--- config.mk ---
export PLATFORM = sky130hd
export DESIGN_NAME = i2c_master_sequencer
export DESIGN_NICKNAME = d
export VERILOG_FILES = /design/src/rtl/core/i2cms_pkg.sv /design/src/rtl/core/i2cms_in_stage.sv /design/src/rtl/core/i2cms_engine.sv /design/src/rtl/core/i2cms_out_stage.sv /design/src/rtl/core/i2c_master_sequencer.sv
export VERILOG_INCLUDE_DIRS = /design/src /design/src/rtl/core
export SDC_FILE = /design/constraint.sdc
export NUM_CORES = 1
export LEC_CHECK = 0
export BUFFER_PORTS_ARGS = -buffer_cell sky130_fd_sc_hd__buf_4
export CAP_MARGIN = 40
export CORE_MARGIN = 2
export CORE_UTILIZATION = 44
export CTS_BUF_LIST = sky130_fd_sc_hd__clkbuf_8
export CTS_CLUSTER_SIZE = 10
export DETAILED_ROUTE_END_ITERATION = 16
export PLACE_DENSITY = 0.69
export SLEW_MARGIN = 40
export SYNTH_ARGS = -nofsm -noshare
export SYNTH_HDL_FRONTEND = slang
export SYNTH_SLANG_ARGS = --single-unit
export TNS_END_PERCENT = 20
--- constraint.sdc ---
create_clock -name clock -period 11 [get_ports clock]
set_input_delay 3.3 -clock clock [delete_from_list [all_inputs] [get_ports clock]]
set_output_delay 3.3 -clock clock [all_outputs]
set_load 0.1 [all_outputs]
--- src/rtl/core/i2c_master_sequencer_defines.svh ---
// Assertion helpers used by the engine RTL
`ifndef I2C_MASTER_SEQUENCER_DEFINES_SVH
`define I2C_MASTER_SEQUENCER_DEFINES_SVH

// same-cycle implication
`define SEQ_ASSERT_NOW(label, clk, rst, ante, cons, msg) \
   label: assert property (@(posedge clk) disable iff (rst) (ante) |-> (cons)) \
      else $error(msg);

// next-cycle implication
`define SEQ_ASSERT_NEXT(label, clk, rst, ante, cons, msg) \
   label: assert property (@(posedge clk) disable iff (rst) (ante) |=> (cons)) \
      else $error(msg);

`endif

--- src/rtl/core/i2cms_pkg.sv ---
`timescale 1ns / 1ps
package i2cms_pkg;

   localparam int COUNT_WIDTH = 16;

   localparam int REQ_TDATA_WIDTH = 64;
   localparam int RSP_TDATA_WIDTH = 32;

   typedef enum logic {
      ACT_START = 1'b0,
      ACT_EVENT = 1'b1
   } action_type;

   typedef enum logic [3:0] {
      BUS_START     = 4'd0,
      BUS_RSTART    = 4'd1,
      BUS_SLAW_ACK  = 4'd2,
      BUS_SLAW_NACK = 4'd3,
      BUS_WR_ACK    = 4'd4,
      BUS_WR_NACK   = 4'd5,
      BUS_ARB_LOST  = 4'd6,
      BUS_SLAR_ACK  = 4'd7,
      BUS_SLAR_NACK = 4'd8,
      BUS_RD_ACK    = 4'd9,
      BUS_RD_NACK   = 4'd10,
      BUS_OTHER     = 4'd11
   } bus_status_type;

   typedef enum logic [1:0] {
      CTL_NONE = 2'd0,
      CTL_SET  = 2'd1,
      CTL_CLR  = 2'd2
   } ctl_type;

   typedef enum logic [1:0] {
      DONE_OK   = 2'd0,
      DONE_ADDR = 2'd1,
      DONE_DATA = 2'd2,
      DONE_ARB  = 2'd3
   } done_type;

   typedef struct packed {
      action_type  action;
      logic [6:0]  target_address;
      logic [15:0] write_count;
      logic [15:0] read_count;
      logic [3:0]  bus_status;
      logic [7:0]  write_byte;
      logic [7:0]  read_byte;
   } req_item_type;

   typedef struct packed {
      logic       request_status;
      logic       data_load;
      logic [7:0] data_out;
      ctl_type    start_ctl;
      ctl_type    ack_ctl;
      logic       stop_set;
      logic       continue_bus;
      logic       write_consumed;
      logic       read_valid;
      logic [7:0] read_data;
      logic       done_res;
      done_type   done_status;
   } rsp_item_type;

endpackage

--- src/rtl/core/i2cms_in_stage.sv ---
`timescale 1ns / 1ps
module i2cms_in_stage
   import i2cms_pkg::*;
(
   input  logic         clock,
   input  logic         reset,
   input  logic         in_valid,
   output logic         in_ready,
   input  req_item_type in_item,
   output logic         held_valid,
   output req_item_type held_item,
   input  logic         held_take
);

   logic         valid_ff;
   logic         valid_in;
   req_item_type item_ff;

   assign in_ready   = !valid_ff || held_take;
   assign held_valid = valid_ff;
   assign held_item  = item_ff;

   always_comb begin
      valid_in = valid_ff;
      if (in_ready) begin
         valid_in = in_valid;
      end
   end

   always_ff @(posedge clock) begin
      if (reset) begin
         valid_ff <= 1'b0;
      end else begin
         valid_ff <= valid_in;
      end
   end

   always_ff @(posedge clock) begin
      if (in_ready && in_valid) begin
         item_ff <= in_item;
      end
   end

endmodule

--- src/rtl/core/i2cms_engine.sv ---
`timescale 1ns / 1ps
`include "i2c_master_sequencer_defines.svh"
module i2cms_engine
   import i2cms_pkg::*;
(
   input  logic         clock,
   input  logic         reset,
   input  logic         item_valid,
   input  req_item_type item,
   output logic         item_take,
   input  logic         slot_free,
   output logic         rsp_load,
   output rsp_item_type rsp_item
);

   logic [6:0]             slave_addr_ff;
   logic [6:0]             slave_addr_in;
   logic [COUNT_WIDTH-1:0] write_remaining_ff;
   logic [COUNT_WIDTH-1:0] write_remaining_in;
   logic [COUNT_WIDTH-1:0] read_remaining_ff;
   logic [COUNT_WIDTH-1:0] read_remaining_in;
   logic [COUNT_WIDTH-1:0] read_dec;
   logic                   fire;
   rsp_item_type           rsp;

   assign fire      = item_valid && slot_free;
   assign item_take = fire;
   assign rsp_load  = fire;
   assign rsp_item  = rsp;
   assign read_dec  = read_remaining_ff - COUNT_WIDTH'(1);

   always_comb begin
      rsp                = '0;
      slave_addr_in      = slave_addr_ff;
      write_remaining_in = write_remaining_ff;
      read_remaining_in  = read_remaining_ff;
      if (item.action == ACT_START) begin
         if (write_remaining_ff != '0 || read_remaining_ff != '0) begin
            rsp.request_status = 1'b1;
         end else begin
            slave_addr_in      = item.target_address;
            write_remaining_in = COUNT_WIDTH'(item.write_count);
            read_remaining_in  = COUNT_WIDTH'(item.read_count);
            rsp.start_ctl      = CTL_SET;
         end
      end else begin
         rsp.continue_bus = 1'b1;
         unique case (item.bus_status) inside
            BUS_START, BUS_RSTART: begin
               rsp.data_load = 1'b1;
               rsp.data_out  = {slave_addr_ff, write_remaining_ff == '0};
               rsp.start_ctl = CTL_CLR;
            end
            BUS_SLAW_ACK, BUS_WR_ACK: begin
               if (write_remaining_ff != '0) begin
                  rsp.data_load      = 1'b1;
                  rsp.data_out       = item.write_byte;
                  rsp.write_consumed = 1'b1;
                  write_remaining_in = write_remaining_ff - COUNT_WIDTH'(1);
               end else if (read_remaining_ff != '0) begin
                  rsp.start_ctl = CTL_SET;
               end else begin
                  rsp.stop_set    = 1'b1;
                  rsp.done_res    = 1'b1;
                  rsp.done_status = DONE_OK;
               end
            end
            BUS_SLAW_NACK, BUS_SLAR_NACK, BUS_WR_NACK, BUS_ARB_LOST: begin
               write_remaining_in = '0;
               read_remaining_in  = '0;
               rsp.start_ctl      = CTL_CLR;
               rsp.ack_ctl        = CTL_CLR;
               rsp.done_res       = 1'b1;
               rsp.stop_set       = item.bus_status != BUS_ARB_LOST;
               if (item.bus_status == BUS_ARB_LOST) begin
                  rsp.done_status = DONE_ARB;
               end else if (item.bus_status == BUS_WR_NACK) begin
                  rsp.done_status = DONE_DATA;
               end else begin
                  rsp.done_status = DONE_ADDR;
               end
            end
            BUS_SLAR_ACK: begin
               if (read_remaining_ff > COUNT_WIDTH'(1)) begin
                  rsp.ack_ctl = CTL_SET;
               end
            end
            BUS_RD_ACK, BUS_RD_NACK: begin
               if (read_remaining_ff != '0) begin
                  rsp.read_valid    = 1'b1;
                  rsp.read_data     = item.read_byte;
                  read_remaining_in = read_dec;
                  if (read_dec <= COUNT_WIDTH'(1)) begin
                     rsp.ack_ctl = CTL_CLR;
                  end
               end
               if (read_remaining_ff <= COUNT_WIDTH'(1)) begin
                  rsp.stop_set    = 1'b1;
                  rsp.done_res    = 1'b1;
                  rsp.done_status = DONE_OK;
               end
            end
            default: begin
            end
         endcase
      end
   end

   always_ff @(posedge clock) begin
      if (reset) begin
         slave_addr_ff      <= '0;
         write_remaining_ff <= '0;
         read_remaining_ff  <= '0;
      end else if (fire) begin
         slave_addr_ff      <= slave_addr_in;
         write_remaining_ff <= write_remaining_in;
         read_remaining_ff  <= read_remaining_in;
      end
   end

   `SEQ_ASSERT_NEXT(a_busy_keeps_state, clock, reset, fire && rsp.request_status, (write_remaining_ff == $past(write_remaining_ff)) && (read_remaining_ff == $past(read_remaining_ff)), "busy start changed counts")
   `SEQ_ASSERT_NEXT(a_done_clears_counts, clock, reset, fire && rsp.done_res, read_remaining_ff == '0, "read count left after completion")
   `SEQ_ASSERT_NEXT(a_write_count_steps, clock, reset, fire && rsp.write_consumed, write_remaining_ff == COUNT_WIDTH'($past(write_remaining_ff) - COUNT_WIDTH'(1)), "write count not decremented")
   `SEQ_ASSERT_NOW(a_stop_unless_arb, clock, reset, fire && rsp.done_res, rsp.stop_set == (rsp.done_status != DONE_ARB), "stop request wrong on completion")

endmodule

--- src/rtl/core/i2cms_out_stage.sv ---
`timescale 1ns / 1ps
module i2cms_out_stage
   import i2cms_pkg::*;
(
   input  logic         clock,
   input  logic         reset,
   input  logic         load,
   input  rsp_item_type load_item,
   output logic         slot_free,
   output logic         out_valid,
   input  logic         out_ready,
   output rsp_item_type out_item
);

   logic         valid_ff;
   logic         valid_in;
   rsp_item_type item_ff;

   assign slot_free = !valid_ff || out_ready;
   assign out_valid = valid_ff;
   assign out_item  = item_ff;

   always_comb begin
      valid_in = valid_ff;
      if (slot_free) begin
         valid_in = load;
      end
   end

   always_ff @(posedge clock) begin
      if (reset) begin
         valid_ff <= 1'b0;
      end else begin
         valid_ff <= valid_in;
      end
   end

   always_ff @(posedge clock) begin
      if (load) begin
         item_ff <= load_item;
      end
   end

endmodule

--- src/rtl/core/i2c_master_sequencer.sv ---
`timescale 1ns / 1ps
// I2C master write-then-read sequencer.
// req channel: tuser = action (0 start request, 1 bus status event); tdata carries the
//   target address, both counts, the bus status and the write/read bytes.
// rsp channel: one item for every req item, in order, holding the engine controls
//   (data load, start/ack/stop control, interrupt clear), a received byte and the
//   completion notice. A start request answers busy while any count is nonzero.
// Path: a req item taken into the input register is decoded and its result is written
//   to the result register once that register is free; rsp takes it from there.
// Throughput: one item per cycle while the rsp side keeps taking results; the decode
//   between the input register and the result register is a single pass over the address and two count registers.
// Reset clears the address and counts and empties both registers.
// A stalled rsp side holds the pending result; one more req item is held in the
//   input register and req_tready then drops until the result is taken.
module i2c_master_sequencer
   import i2cms_pkg::*;
(
   input  logic                       clock,
   input  logic                       reset,
   input  logic                       req_tvalid,
   output logic                       req_tready,
   // target_address[6:0], write_count[22:7], read_count[38:23], bus_status[42:39],
   // write_byte[50:43], read_byte[58:51], zero fill
   input  logic [REQ_TDATA_WIDTH-1:0] req_tdata,
   // action
   input  logic                       req_tuser,
   output logic                       rsp_tvalid,
   input  logic                       rsp_tready,
   // request_status[0], data_load[1], data_out[9:2], start_ctl[11:10], ack_ctl[13:12],
   // stop_set[14], continue_bus[15], write_consumed[16], read_valid[17],
   // read_data[25:18], done_res[26], done_status[28:27], zero fill
   output logic [RSP_TDATA_WIDTH-1:0] rsp_tdata
);

   req_item_type in_item;
   req_item_type held_item;
   logic         held_valid;
   logic         held_take;
   logic         slot_free;
   logic         rsp_load;
   rsp_item_type rsp_item;
   rsp_item_type out_item;

   always_comb begin
      in_item.action         = action_type'(req_tuser);
      in_item.target_address = req_tdata[6:0];
      in_item.write_count    = req_tdata[22:7];
      in_item.read_count     = req_tdata[38:23];
      in_item.bus_status     = req_tdata[42:39];
      in_item.write_byte     = req_tdata[50:43];
      in_item.read_byte      = req_tdata[58:51];
   end

   assign rsp_tdata = {3'b000, out_item.done_status, out_item.done_res, out_item.read_data,
                       out_item.read_valid, out_item.write_consumed, out_item.continue_bus,
                       out_item.stop_set, out_item.ack_ctl, out_item.start_ctl,
                       out_item.data_out, out_item.data_load, out_item.request_status};

   i2cms_in_stage u_in_stage (
      .clock      (clock),
      .reset      (reset),
      .in_valid   (req_tvalid),
      .in_ready   (req_tready),
      .in_item    (in_item),
      .held_valid (held_valid),
      .held_item  (held_item),
      .held_take  (held_take)
   );

   i2cms_engine u_engine (
      .clock      (clock),
      .reset      (reset),
      .item_valid (held_valid),
      .item       (held_item),
      .item_take  (held_take),
      .slot_free  (slot_free),
      .rsp_load   (rsp_load),
      .rsp_item   (rsp_item)
   );

   i2cms_out_stage u_out_stage (
      .clock     (clock),
      .reset     (reset),
      .load      (rsp_load),
      .load_item (rsp_item),
      .slot_free (slot_free),
      .out_valid (rsp_tvalid),
      .out_ready (rsp_tready),
      .out_item  (out_item)
   );

endmodule

==> summary.md <==
| Metric | Value |
|---|---|
| Cell variety after synth | `73` |
| Count of maximum capacitance violations | `0` |
| Power per cell area | `166.5 nW/um^2` |
| PnR worst setup slack | `3722 ps` |
| GRT Util Overall | `0.2086` |
| Synthesized-area fraction occupied by adder cells | `0.009988` |
| Synth area leaders | `edfxtp_1 43%, dfxtp_1 13%, a211oi_1 2.6%` |
| Count of final hold-check violations | `0` |
| Vias | `5055` |
| Status | `finished clean` |
| Fillers | `1240` |
| IO Pins | `103` |
| Worst r2r path cells | `8` |
| Full die area | `15210 sq um` |
| Fraction of synthesized area in multiplexers | `0.01458` |
| WS Path Type | `input pin to output pin` |
| Fin Setup TNS | `0 ps` |
| Syn_area_per_cell | `10.86 sq um` |
| CP Max Fanout | `4` |
| Min-delay src | `u_engine.slave_addr_ff[3]$_SDFFE_PP0P_` |
| Syn Std Cell Area | `6264 sq um` |
| Clock Latency Late Sink | `450 ps` |
| Peak VDD IR | `0.07788 mV` |
| Fraction of layout cells with a size suffix above 1 | `0.2429` |
| Ant diodes | `0` |
| Antenna viol nets, final | `0` |
| DP HPWL | `10.15 mm` |
| Worst Hold Path EP | `u_engine.slave_addr_ff[3]$_SDFFE_PP0P_` |
| Main flop type after synthesis | `edfxtp_1` |
| YS warnings | `0` |
| CTS max path bufs | `2` |
| Simple-Gate Fraction of Synth Area | `0.1900` |
| Flops & latches, synth | `130` |
| Core area | `13880 sq um` |
| Leak pwr | `2.787 nW` |
| Clock transition at the registers of the reported paths | `70 ps` |
| CTS tree | `built` |
| Avg WL per Cell | `18.18 um` |
| Worst EP arrival | `3980 ps` |
| Cell count after synthesis | `577` |
| Synth Area in Compound Gates | `0.1750` |
| Worst Hold Depth | `2` |
| DRC marker count from the first detailed-route iteration | `475` |
| Row cnt | `43` |
| Routed WL | `15.40 mm` |
| Final min period | `7278 ps` |
| Global-route wire length before repair | `24.40 mm` |
| Routed vias/inst | `5.968` |
| Largest net degree at the start of global routing | `61` |
| Postcts setup bufs | `0` |
| Sinks on the clock net | `130` |
| Req. time, crit path | `7700 ps` |
| Number of synthesized flops with an enable pin | `89` |
| Area growth, synth to finish | `19.88%` |
| Die X | `123.3 um` |
| Setup WS pre-CTS | `3736 ps` |
| Max transition margin | `0.4819` |
| GRT busiest layer | `met2` |
| Congestion Overflow GR | `0` |
| # DRC | `0` |
| Share of the synthesized area in the top cell type | `0.4267` |
| F_max | `137.4 MHz` |
| Final Max Tran Viols | `0` |
| Hold Buf Count CTS | `0` |
| Async set-or-reset flop fraction in the synthesized netlist | `0` |
| Fin nets | `728` |
| GRT met2 Usage | `0.3403` |
| Grt met1 use | `0.2683` |
| Critical Path Sink Type | `output pin` |
| Root buf cell | `clkbuf_8` |
| Area leader, netlist | `edfxtp_1` |
| Setup Viol. Count Final | `0` |
| Final core occ | `0.5409` |
| Largest family of logic cells by synthesized area | `simple AND/OR/NAND/NOR gates` |
| Number of global-route vias before repair | `4897` |
| I/O Buffers | `94` |
| Reg2reg setup slack | `7260 ps` |
| First-pass iteration count of the detailed router | `5` |
| Reg2Reg Capture Point | `u_engine.write_remaining_ff[11]$_SDFFE_PP0P_` |
| Initial antenna violation count | `0` |
| GPL Wtd Cong | `0.8983` |
| H-tree levels | `4` |
| Worst-margin pin slew | `774.8 ps` |
| Sequential area share after synthesis | `0.5577` |
| TritonCTS Buffers | `17` |
| Post-synthesis xor/xnor area fraction | `0.006992` |
| Clock Skew | `12.37 ps` |
| Startpoint Class | `input pin` |
| Starting Density | `0.4512` |
| Met3 usage | `0.05258` |
| Origin of the critical flop-to-flop path | `u_engine.read_remaining_ff[0]$_SDFFE_PP0P_` |
| Final worst path period share | `0.6616` |
| Post-cts repair resize count | `0` |
| RSZ-0062 raised after global routing | `no` |
| Die Height | `123.3 um` |
| Worst hold path type | `register to register` |
Yosys cell counts, drive strengths merged, types with 4 or more instances:
library cell,number
a211oi,23
a31o,4
a21o,4
or3,11
clkbuf,30
mux2i,8
nor4,24
and2,4
a32oi,5
or4,10
o32ai,15
inv,14
nand2,40
buf,18
a31oi,6
and3,10
nor2,36
nor2b,15
edfxtp,89
dfxtp,41
nand4,6
a22oi,10
a21oi,23
nand3,20
a2111oi,4
ha,5
o21ai,20
nor3,19
o31ai,12
kinds of logic (layout without fill, tap and decap cells):
logic type,after synthesis,count (layout)
and+or+nand+nor,213,213
AOI/OAI and AO/OA,151,151
DFF,130,130
buffers and inverters,63,151
muxes,9,9
adders and majority gates,5,5
xor gates and xnor gates,5,5
other,1,3
flip-flops by register name, summed over array words and instances (netlist names):
name and count:
u_in_stage.held_item 60, u_out_stage.out_item 29, u_engine.read_remaining_ff 16, u_engine.write_remaining_ff 16
u_engine.slave_addr_ff 7, u_in_stage.held_valid 1, u_out_stage.out_valid 1
metal layers:
metal / vias up / part of all wire
met2: 213 / 0.48
met4: 0 / 0.019
met5: - / 0
met3: 28 / 0.067
met1: 2415 / 0.43
li1: 2399 / -
metrics by stage:
step	instance area, sq um	std cells	power (W)	hold WS, ps
after floorplan	6271	579	0.0007505	420.6
after global placement	7058	815	0.0008144	462.3
after detailed placement	7071	815	0.0008191	475.0
after CTS	7503	847	0.001255	484.5
after global routing	7508	847	0.001300	501.9
final	7508	847	0.001250	489.0
cell usage in the layout (no fill, tap or decap), types with 4 or more instances in the layout:
cell type / count
nor2_1: 36
buf_4: 104
nor4_1: 18
and3_1: 10
a2111oi_0: 4
a21o_1: 4
or4_1: 7
o21ai_0: 18
ha_1: 5
nor2b_1: 15
a22oi_1: 10
or3_1: 11
mux2i_1: 8
o31ai_1: 12
inv_1: 15
nand4_1: 6
nor4_2: 5
edfxtp_1: 89
nand2_1: 40
nand3_1: 20
o32ai_1: 15
nor3_1: 18
a211oi_1: 22
dfxtp_1: 41
clkbuf_8: 22
a31oi_1: 6
a32oi_1: 5
a21oi_1: 23
how the worst max path moves through the flow:
stage	start	end	slack, ps
after global placement	rsp_tready	req_tready	3770
after detailed placement	rsp_tready	req_tready	3740
after floorplan	rsp_tready	req_tready	3640
after global routing	rsp_tready	req_tready	3660
final	rsp_tready	req_tready	3720
after CTS	rsp_tready	req_tready	3730
layout make-up:
class / count / area (sq um) / area share
Sequential cell: 130 / 3493 / 0.4653
Clock inverter: 10 / 130.1 / 0.01733
Inverter: 15 / 56.30 / 0.007499
Clock buffer: 22 / 302.8 / 0.04033
Tap cell: 180 / 225.2 / 0.03000
Multi-Input combinational cell: 386 / 2520 / 0.3356
Timing Repair Buffer: 104 / 780.7 / 0.1040
critical path: stages:
cell     delay, ps
buf_4          110
nor2b_1        200
nand2_1        120
buf_4          250
where the power goes:
part | internal (W) | switching [W] | total, W
combinational | 0.0000784 | 0.000168 | 0.000246
sequential | 0.000550 | 0.0000164 | 0.000566
clock | 0.000253 | 0.000185 | 0.000437
total | 0.000881 | 0.000369 | 0.00125
Power figures use the tool's default switching activity.
